**src/rtl/core/gkg_mac.sv**
```systemverilog
// shared 33x33 multiplier with a registered product; no add or shift is applied here
module gkg_mac (
	input  logic        clk,
	input  logic [32:0] a,
	input  logic [32:0] b,
	output logic [65:0] p_q
);
	always_ff @(posedge clk) begin
		p_q <= a * b;
	end
endmodule

```
**config.mk**
```make
export PLATFORM = sky130hd
export DESIGN_NAME = gkg_mac
export DESIGN_NICKNAME = d
export VERILOG_FILES = /design/src/rtl/core/gkg_mac.sv
export SDC_FILE = /design/constraint.sdc
export NUM_CORES = 2
export LEC_CHECK = 0
export BUFFER_PORTS_ARGS = -buffer_cell sky130_fd_sc_hd__buf_2
export CAP_MARGIN = 20
export CELL_PAD_IN_SITES_DETAIL_PLACEMENT = 0
export CELL_PAD_IN_SITES_GLOBAL_PLACEMENT = 1
export CORE_MARGIN = 3
export CORE_UTILIZATION = 52
export CTS_CLUSTER_SIZE = 10
export DETAILED_ROUTE_END_ITERATION = 8
export GPL_ROUTABILITY_DRIVEN = 1
export HOLD_SLACK_MARGIN = 0.12
export PLACE_DENSITY_LB_ADDON = 0.1
export SYNTH_ARGS = -nofsm -noshare
export SYNTH_HDL_FRONTEND = slang
export SYNTH_SLANG_ARGS = --single-unit
```
**constraint.sdc**
```tcl
create_clock -name clk -period 10.5 [get_ports clk]
set_input_delay 0.525 -clock clk [delete_from_list [all_inputs] [get_ports clk]]
set_output_delay 0.525 -clock clk [all_outputs]
set_load 0.05 [all_outputs]
```
==> impl_metrics.json <==
{
  "cp_num_buf_inv": 5,
  "design.core.area_um2": 69200,
  "final-hold-violation-count": 0,
  "floorplan.die_area_um2": 73600,
  "synth_top_cell_area_share_pct": 52.4,
  "drt-wirelength-per-cell_um": 21.1,
  "post-cts-setup-buffers": 0,
  "setup.worst_path.class": "input pin to flip-flop",
  "fp.dieW_um": 271,
  "post_route_cells_drive_above_1_share_pct": 4.44,
  "initial_core_utilization_pct": 52.9,
  "detailedRoute.firstPassIterationCount": 6,
  "period_minus_slack_ps": 8460,
  "max_freq_ghz": 0.118,
  "final_core_utilization_pct": 55.2,
  "clk_pin_slew_worst_paths_ps": 60,
  "critical-path-max-stage-delay_ps": 600,
  "tritoncts_num_sinks": 66,
  "postSynthNetCount": 5338,
  "number_of_global_route_vias_before_repair": 28804,
  "die_height_um": 271,
  "timing.final.ws_setup_ps": 2040,
  "starting_drc_count_in_detailed_routing": 1267,
  "dpl_ws_ps": 1750,
  "grt_antenna_before_repair": 6,
  "critPathTopFamily": "adder cells",
  "critPathRequiredTime_ps": 10760,
  "final-max-slew-violation-count": 0,
  "critical_path.max_fanout": 18,
  "largest_reg_flops": 66,
  "worst-slew-pin-transition_ps": 929,
  "max_flop_register": "p_q",
  "tritoncts.num_buffers": 9,
  "tritoncts": "built",
  "synth_ff_type": "sky130_fd_sc_hd__dfxtp_1",
  "synth_cells": 4048,
  "ratio_of_final_minimum_period_to_clock_period_pct": 80.6,
  "critPathArrivalTime_ps": 8720,
  "grt_overflow_total": 0,
  "syn_area_um2": 36600,
  "critPathLaunchType": "input pin",
  "run_status": "finished, final reports clean",
  "clockRootBuffer": "sky130_fd_sc_hd__clkbuf_16",
  "drcViolationCount": 0,
  "synthesis.area_per_instance_um2": 9.04,
  "yosys_warnings": 0,
  "post_cts_resized": 0,
  "post_drt_via_cell_ratio": 5.27,
  "cp_slowest_cell": "sky130_fd_sc_hd__fa_1",
  "placementRows": 96,
  "htreeDepth": 3,
  "synth-seq-cells": 66,
  "maxCapViolations": 0,
  "grt_pass1_wl_um": 167000,
  "top_level_ports": 133,
  "rsz0062_at_grt": "no",
  "synth_async_sr_flop_share_pct": 0,
  "maximum_number_of_pins_on_one_net_before_global_route_repair": 34,
  "place.port_buffers": 132,
  "endpoint_type_of_the_worst_setup_path": "flip-flop",
  "areaGrowthSynthToFinish_pct": 4.30,
  "finalWirelength_um": 104000,
  "cts-root-to-sink-buffers": 2,
  "cts_hold_buffers": 0,
  "post_synth_main_area_contributors": "sky130_fd_sc_hd__fa_1, sky130_fd_sc_hd__inv_1, sky130_fd_sc_hd__and2_1, sky130_fd_sc_hd__ha_1, sky130_fd_sc_hd__nand2_1",
  "report.final.setup_viol": 0,
  "synthDistinctLibCells": 57,
  "timing.hold.worst.class": "input pin to flip-flop",
  "setup-tns-final_ps": 0,
  "critical-path-top-cell-by-count": "sky130_fd_sc_hd__fa_1",
  "dp.final_hpwl_um": 84100,
  "yosysSeqAreaShare_pct": 3.61,
  "synth_top_area_cell": "sky130_fd_sc_hd__fa_1",
  "synth_edf_count": 0,
  "detailroute.via_count": 26044,
  "largest_registers": "p_q x66",
  "detail-route-antenna-nets": 0,
  "num-nets-final": 5294,
  "finalWeightedCongestion": 0.877,
  "globalRouteTotalUtil_pct": 29.6,
  "max-slew-margin-rel_pct": 38.1
}
==> synth_stat cells (3+ instances only) <==
cell / count
sky130_fd_sc_hd__nor3_1: 4
sky130_fd_sc_hd__xor2_1: 24
sky130_fd_sc_hd__and2_1: 574
sky130_fd_sc_hd__dfxtp_1: 66
sky130_fd_sc_hd__and3_1: 7
sky130_fd_sc_hd__o21ai_1: 23
sky130_fd_sc_hd__nand4_1: 16
sky130_fd_sc_hd__a21boi_1: 3
sky130_fd_sc_hd__fa_1: 958
sky130_fd_sc_hd__a31oi_1: 6
sky130_fd_sc_hd__nand3_1: 10
sky130_fd_sc_hd__nor2_1: 33
sky130_fd_sc_hd__ha_1: 265
sky130_fd_sc_hd__a211oi_1: 5
sky130_fd_sc_hd__o31ai_1: 3
sky130_fd_sc_hd__a21oi_1: 73
sky130_fd_sc_hd__a21o_1: 31
sky130_fd_sc_hd__o21bai_1: 8
sky130_fd_sc_hd__o21ai_0: 15
sky130_fd_sc_hd__inv_1: 1048
sky130_fd_sc_hd__xnor2_1: 41
sky130_fd_sc_hd__nor2b_1: 6
sky130_fd_sc_hd__o21a_1: 7
sky130_fd_sc_hd__and4_1: 4
sky130_fd_sc_hd__nand2_1: 567
sky130_fd_sc_hd__clkbuf_1: 209
==> routing by layer <==
layer,wire (um),track usage (%),vias up,share of wire (%)
met2,53800,53.1,735,52
met4,4240,9.57,0,4.1
met1,41300,37.7,13713,40
met3,4830,3.08,165,4.6
met5,0,0,-,0
li1,-,-,11431,-
==> cells by family (layout without fill, tap and decap cells) <==
| group | count (synthesis) | count (layout) | share of synthesized area (%) |
|---|---|---|---|
| other | 0 | 4 | 0 |
| and+or+nand+nor | 1233 | 1233 | 17.0 |
| adders and majority gates | 1223 | 1223 | 61.5 |
| DFF | 66 | 66 | 3.61 |
| AOI/OAI and AO/OA | 201 | 201 | 3.45 |
| buffers and inverters | 1260 | 1221 | 12.9 |
| xor gates and xnor gates | 65 | 65 | 1.56 |
==> cells in the final DEF (no fill, tap or decap), types with 2 or more instances in the layout <==
cell	instances
sky130_fd_sc_hd__a211o_1	2
sky130_fd_sc_hd__a211oi_1	5
sky130_fd_sc_hd__a21boi_1	3
sky130_fd_sc_hd__a21o_1	31
sky130_fd_sc_hd__a21oi_1	73
sky130_fd_sc_hd__a221oi_1	2
sky130_fd_sc_hd__a31o_1	2
sky130_fd_sc_hd__a31oi_1	6
sky130_fd_sc_hd__and2_1	574
sky130_fd_sc_hd__and3_1	7
sky130_fd_sc_hd__and4_1	4
sky130_fd_sc_hd__buf_2	132
sky130_fd_sc_hd__buf_4	24
sky130_fd_sc_hd__bufinv_16	3
sky130_fd_sc_hd__clkbuf_16	9
sky130_fd_sc_hd__dfxtp_1	66
sky130_fd_sc_hd__diode_2	4
sky130_fd_sc_hd__fa_1	958
sky130_fd_sc_hd__ha_1	265
sky130_fd_sc_hd__inv_1	1048
sky130_fd_sc_hd__nand2_1	567
sky130_fd_sc_hd__nand2b_1	2
sky130_fd_sc_hd__nand3_1	10
sky130_fd_sc_hd__nand4_1	16
sky130_fd_sc_hd__nor2_1	33
sky130_fd_sc_hd__nor2b_1	6
sky130_fd_sc_hd__nor3_1	4
sky130_fd_sc_hd__nor4_1	2
sky130_fd_sc_hd__o211ai_1	2
sky130_fd_sc_hd__o21a_1	7
sky130_fd_sc_hd__o21ai_0	15
sky130_fd_sc_hd__o21ai_1	23
sky130_fd_sc_hd__o21ai_2	2
sky130_fd_sc_hd__o21bai_1	8
sky130_fd_sc_hd__o31a_1	2
sky130_fd_sc_hd__o31ai_1	3
sky130_fd_sc_hd__o41ai_1	2
sky130_fd_sc_hd__or3_1	2
sky130_fd_sc_hd__xnor2_1	41
sky130_fd_sc_hd__xor2_1	24
==> final timing paths <==
kind / from / end / depth (start not counted)
worst max-delay path: a[19] / p_q[58] / 25
worst min-delay path: a[0] / p_q[0] / 2
==> metrics by stage <==
step / cells / hold slack, ps / instance area, um2
5_1_grt: 4943 / 711 / 38200
3_5_place_dp: 4924 / 994 / 37800
3_3_place_gp: 4924 / 994 / 37800
4_1_cts: 4940 / 706 / 38200
2_1_floorplan: 4048 / 652 / 36600
6_report: 4944 / 727 / 38200
==> final cells by class <==
class	instances	area (um2)
flip-flops and latches	66	1320
repair buffers	156	841
well taps	931	1160
clock buffers	10	239
fillers	6605	31000
inverters	1049	3940
multi-input cells	2722	30600
clock inverters	6	113
diodes	4	10.0
Power is left out: the tool's default activity adds up to more than one toggle a clock period on the data nets, which glitch-free logic cannot reach.
