--- src/rtl/core/gkg_pkg.sv ---
package gkg_pkg;

	localparam int unsigned MAX_SIDE_DEF = 7;
	localparam int unsigned STORE_DEPTH  = 64;
	localparam int unsigned IDX_W        = 6;
	localparam int unsigned W_W          = 24;
	localparam int unsigned SUM_W        = 32;

	localparam logic [1:0] ST_OK        = 2'd0;
	localparam logic [1:0] ST_BAD_SIGMA = 2'd1;
	localparam logic [1:0] ST_BAD_SIZE  = 2'd2;

	// exp(-1) in Q0.32, as the 14-term truncated series gives it
	localparam logic [32:0] EXP_M1_Q32 = 33'd1580030169;

	typedef struct packed {
		logic [15:0] sigma;
		logic [2:0]  kernel_size;
	} req_t;

	typedef struct packed {
		logic [15:0] coefficient;
		logic [2:0]  row;
		logic [2:0]  column;
		logic        last;
		logic [1:0]  status;
	} res_t;

	typedef enum logic [1:0] {
		DIV_IDLE,
		DIV_RUN,
		DIV_DONE
	} div_state_t;

	typedef enum logic [3:0] {
		S_IDLE,
		S_ERR,
		S_CELL,
		S_DIVA,
		S_WAITA,
		S_TAYLOR,
		S_POW,
		S_STORE,
		S_RD,
		S_RDW,
		S_DIVC,
		S_WAITC,
		S_EMIT
	} state_t;

endpackage

--- src/rtl/core/gkg_div.sv ---
// restoring divider, one quotient bit per cycle
module gkg_div #(
	parameter int unsigned NW = 64,
	parameter int unsigned DW = 32
) (
	input  logic          clk,
	input  logic          arst_n,
	input  logic          go,
	input  logic [NW-1:0] num,
	input  logic [DW-1:0] den,
	output logic          done,
	output logic [NW-1:0] quo
);
	localparam int unsigned CW = $clog2(NW + 1);

	gkg_pkg::div_state_t st_q;
	logic [NW-1:0] n_q;
	logic [DW:0]   r_q;
	logic [DW-1:0] d_q;
	logic [CW-1:0] cnt_q;
	logic [DW:0]   trial;
	logic [DW:0]   rsh;

	assign rsh   = {r_q[DW-1:0], n_q[NW-1]};
	assign trial = rsh - {1'b0, d_q};
	assign done  = (st_q == gkg_pkg::DIV_DONE);
	assign quo   = n_q;

	always_ff @(posedge clk or negedge arst_n) begin
		if (!arst_n) begin
			st_q  <= gkg_pkg::DIV_IDLE;
			cnt_q <= '0;
		end else begin
			unique case (st_q)
				gkg_pkg::DIV_IDLE: if (go) begin
					st_q  <= gkg_pkg::DIV_RUN;
					cnt_q <= CW'(NW);
				end
				gkg_pkg::DIV_RUN: begin
					cnt_q <= cnt_q - 1'b1;
					if (cnt_q == CW'(1)) st_q <= gkg_pkg::DIV_DONE;
				end
				gkg_pkg::DIV_DONE: st_q <= gkg_pkg::DIV_IDLE;
				default: st_q <= gkg_pkg::DIV_IDLE;
			endcase
		end
	end

	always_ff @(posedge clk) begin
		if (st_q == gkg_pkg::DIV_IDLE && go) begin
			n_q <= num;
			d_q <= den;
			r_q <= '0;
		end else if (st_q == gkg_pkg::DIV_RUN) begin
			if (!trial[DW]) begin
				r_q <= trial;
				n_q <= {n_q[NW-2:0], 1'b1};
			end else begin
				r_q <= rsh;
				n_q <= {n_q[NW-2:0], 1'b0};
			end
		end
	end
endmodule

--- config.mk ---
export PLATFORM = sky130hd
export DESIGN_NAME = gkg_div
export DESIGN_NICKNAME = d
export VERILOG_FILES = /design/src/rtl/core/gkg_pkg.sv /design/src/rtl/core/gkg_div.sv
export SDC_FILE = /design/constraint.sdc
export NUM_CORES = 1
export LEC_CHECK = 0
export BUFFER_PORTS_ARGS = -buffer_cell sky130_fd_sc_hd__buf_2
export CAP_MARGIN = 20
export CORE_UTILIZATION = 28
export DETAILED_ROUTE_END_ITERATION = 10
export PLACE_DENSITY_LB_ADDON = 0.3
export SETUP_SLACK_MARGIN = 0.05
export SYNTH_ARGS = -nofsm -noshare
export SYNTH_HDL_FRONTEND = slang
export SYNTH_SLANG_ARGS = --single-unit
export TNS_END_PERCENT = 20
--- constraint.sdc ---
create_clock -name clk -period 8.35 [get_ports clk]
set_clock_uncertainty 0.05 [all_clocks]
set_input_delay 0.4175 -clock clk [delete_from_list [all_inputs] [get_ports clk]]
set_output_delay 0.4175 -clock clk [all_outputs]
set_load 0.005 [all_outputs]
==> metrics <==
post-route minimum period 3.71 ns; Setup TNS Final 0 ns; Post-synth EDFFs 96; Skew-Pair Late Insertion Delay 0.43 ns; Core ar. 26400 um^2; Synth Flop Type edfxtp_1; worst hold path class in2reg; Pleak 0.00429 uW; Crit path max-delay family compound AO/OA/AOI/OAI gates; met1 WL 9130 um; worst-path cell chain inv_1 -> ha_1 -> fa_1 -> nand2b_1 -> a21oi_2 -> o41ai_2 -> a21oi_2 -> nor4_2 -> o31ai_4 -> xor2_4 -> buf_4 -> mux2i_1 -> a21oi_1; Max VDD drop 174 uV; worst slew pin tran 1.03 ns; FF-to-FF Start quo[63]; Final nets 1083; first-pass detailed-route iteration total 5; Post-Synthesis Cells 805; RSZ-0062 raised after global routing false; Wirelength per Cell 15.4 um; hold-critical path depth 1; initial core utilization 0.288; gr ovfl total 0; Final Hold Viols 0; Post-CTS Setup Inserts 0; clk buf depth 2; Die Width 167 um; post-synthesis instance area 7590 um^2; reg2reg end r_q[13]; DR top layer met5; max cap viols 0; pin count of the biggest net entering global routing 98; die footprint 27800 um^2; Post-Syn Nets 939; sequential-to-total area share from yosys stat 0.494; initial antenna violation count 1; post-synth cell types 69; Final Setup Violations 0; FMAX 269 MHz; routed vias 6238; Worst setup EP type flop; Hold Path End d_q[30]; H-tree Lvls 4; max-slew violation count 0; layout cells sized above 1 0.221; Mean Syn Cell Area 9.43 um^2; reg2reg setup slack 4.64 ns; CP Max Fanout 24; ANT nets after route 0; DRC Markers 0; clk sink count 137; critical path's slowest cell buf_4; most frequent CP cell a21oi_2; IO Port Bufs 163; met3 routed WL 1490 um; Worst Path Buf+Inv 2; PD cells 449 nW/um^2; Routed WL 20000 um; crit start category flop; n_diodes 0; post-layout util 0.353; TritonCTS clock tree yes; first-pass GRT wire length 32100 um; CP Class reg2reg; DP Wirelength 14000 um; part of the cycle the worst path needs 0.445; critical path's largest stage delay 0.48 ns; Max-slew headroom 0.316; clock-pin slew on the worst setup and hold paths 0.06 ns; Clock Root Buffer clkbuf_16; Synth Warn # 0; Total GRT Usage 0.146; gpl congestion 0.811; R2R cell count 13; Critical Path RT 8.59 ns; area delta synth->final 22.7%; status finished, final reports clean; Iter 0 DRT Violations 303; number of synthesized register bits 137; vias per cell 4.81; number of global-route vias before repair 6175; metal2 WL 9080 um; Chip Height 167 um; io pins 164; Worst EP arrival 3.95 ns; Cell Rows 59; async set-reset flop share out of synthesis 0.0657; CTS Buf Count 17; Min-Delay Startpoint den[30]
[sequential cells by signal, summed over array words and instances (netlist names)]
register	cells
quo	64
d_q	32
r_q	32
cnt_q	7
st_q	2
[power by group]
group / total (uW) / switching, uW / leakage, uW / internal, uW
Sequential: 1300 / 191 / 0.00136 / 1110
Clock: 807 / 328 / 0.000292 / 479
Combinational: 2070 / 1170 / 0.00264 / 898
[synth_stat cells (3+ instances only)]
cell | count | share of area
buf_4 | 5 | 0.0049
o31ai_1 | 4 | 0.0040
xnor2_1 | 17 | 0.020
clkbuf_1 | 28 | 0.014
buf_2 | 8 | 0.0053
a31oi_1 | 4 | 0.0033
dfxtp_1 | 32 | 0.084
o21a_1 | 5 | 0.0049
o21bai_1 | 6 | 0.0059
a2111oi_0 | 3 | 0.0035
nor2b_1 | 5 | 0.0041
mux2i_1 | 33 | 0.044
nand3_1 | 14 | 0.0092
o21ai_0 | 40 | 0.026
and2_1 | 5 | 0.0041
inv_1 | 41 | 0.020
nand4_1 | 8 | 0.0066
a21o_1 | 14 | 0.014
a41oi_1 | 3 | 0.0035
nor3_1 | 8 | 0.0053
nand2_1 | 217 | 0.11
nor2_1 | 31 | 0.015
dfrtp_1 | 9 | 0.030
ha_1 | 34 | 0.056
o41ai_1 | 4 | 0.0046
and3_1 | 8 | 0.0066
a21oi_1 | 50 | 0.033
xor2_1 | 10 | 0.012
nor4_1 | 3 | 0.0025
o21ai_1 | 4 | 0.0026
o211ai_1 | 6 | 0.0059
nand2b_1 | 5 | 0.0041
edfxtp_1 | 96 | 0.38
[routing by layer]
metal  track usage  up-vias
met5             0        -
met4        0.0495        2
met3        0.0482       20
met2         0.234      200
met1         0.184     2888
li1              -     3128
[layout by cell type (no fill, tap or decap), types with 4 or more instances in the layout]
| cell | count |
|---|---|
| mux2i_1 | 33 |
| nand4_1 | 8 |
| inv_6 | 4 |
| o31ai_1 | 4 |
| dfxtp_1 | 32 |
| clkbuf_16 | 17 |
| nand2b_1 | 5 |
| a21o_1 | 14 |
| inv_1 | 40 |
| buf_4 | 5 |
| buf_2 | 163 |
| and3_1 | 8 |
| xnor2_1 | 17 |
| xor2_1 | 10 |
| o211ai_1 | 6 |
| nor3_1 | 8 |
| o21ai_0 | 40 |
| o21ai_1 | 4 |
| nor2_1 | 31 |
| o21bai_1 | 6 |
| nor2b_1 | 4 |
| a21oi_1 | 50 |
| ha_1 | 34 |
| dfrtp_1 | 9 |
| o21a_1 | 5 |
| o41ai_1 | 4 |
| edfxtp_1 | 96 |
| a31oi_1 | 4 |
| nand2_1 | 216 |
| and2_1 | 5 |
| nand3_1 | 14 |
[worst max path at each step]
stage	slack (ns)	startpoint	depth (start not counted)	end
after floorplan	5.30	quo[63]	13	r_q[10]
after global placement	4.69	quo[63]	13	r_q[15]
after detailed placement	4.58	quo[63]	13	r_q[15]
after CTS	4.57	quo[63]	13	r_q[14]
after global routing	4.35	quo[63]	13	r_q[15]
final	4.64	quo[63]	13	r_q[13]
[kinds of logic (layout without fill, tap and decap cells)]
kind of cell    after synthesis  count (layout)  synth area share
simple gates                313             313             0.175
compound gates              173             173             0.148
flops                       137             137             0.494
buf+inv                      86             243            0.0473
fa+ha+maj                    35              35            0.0587
mux                          33              33            0.0435
xor+xnor                     28              28            0.0333
[per-stage QoR]
step                worst slack, ns  cells  hold WS, ns  total power [uW]  cell area [um^2]
floorplan                      5.30    805       0.0719              2830              7590
global placement               4.69   1264        0.231              3370              8690
CTS                            4.57   1297       0.0956              4220              9310
global route                   4.35   1297        0.103              4510              9310
detailed placement             4.58   1264        0.230              3390              8690
finish                         4.64   1297        0.115              4180              9310
[worst reg2reg max path, delay by kind of cell (launching register included)]
| kind | cells | cell delay, ns |
|---|---|---|
| AOI/OAI and AO/OA | 5 | 1.06 |
| xor gates and xnor gates | 1 | 0.43 |
| adders and majority gates | 2 | 0.62 |
| buffers and inverters | 2 | 0.54 |
| DFF | 1 | 0.35 |
| muxes | 1 | 0.25 |
| and+or+nand+nor | 2 | 0.28 |
[layout make-up]
class / count / area, um^2
clock buffers: 18 / 429
fillers: 2709 / 17000
flip-flops and latches: 137 / 3750
multi-input cells: 582 / 3510
clock inverters: 14 / 188
well taps: 335 / 419
repair buffers: 169 / 863
inverters: 42 / 159
[repair_timing]
action,4_1_cts,5_1_grt
endpoints found under the hold margin,9,0
hold buffers,1,0
resized for setup,0,0
Note: power is estimated with default switching activity, not from simulation.
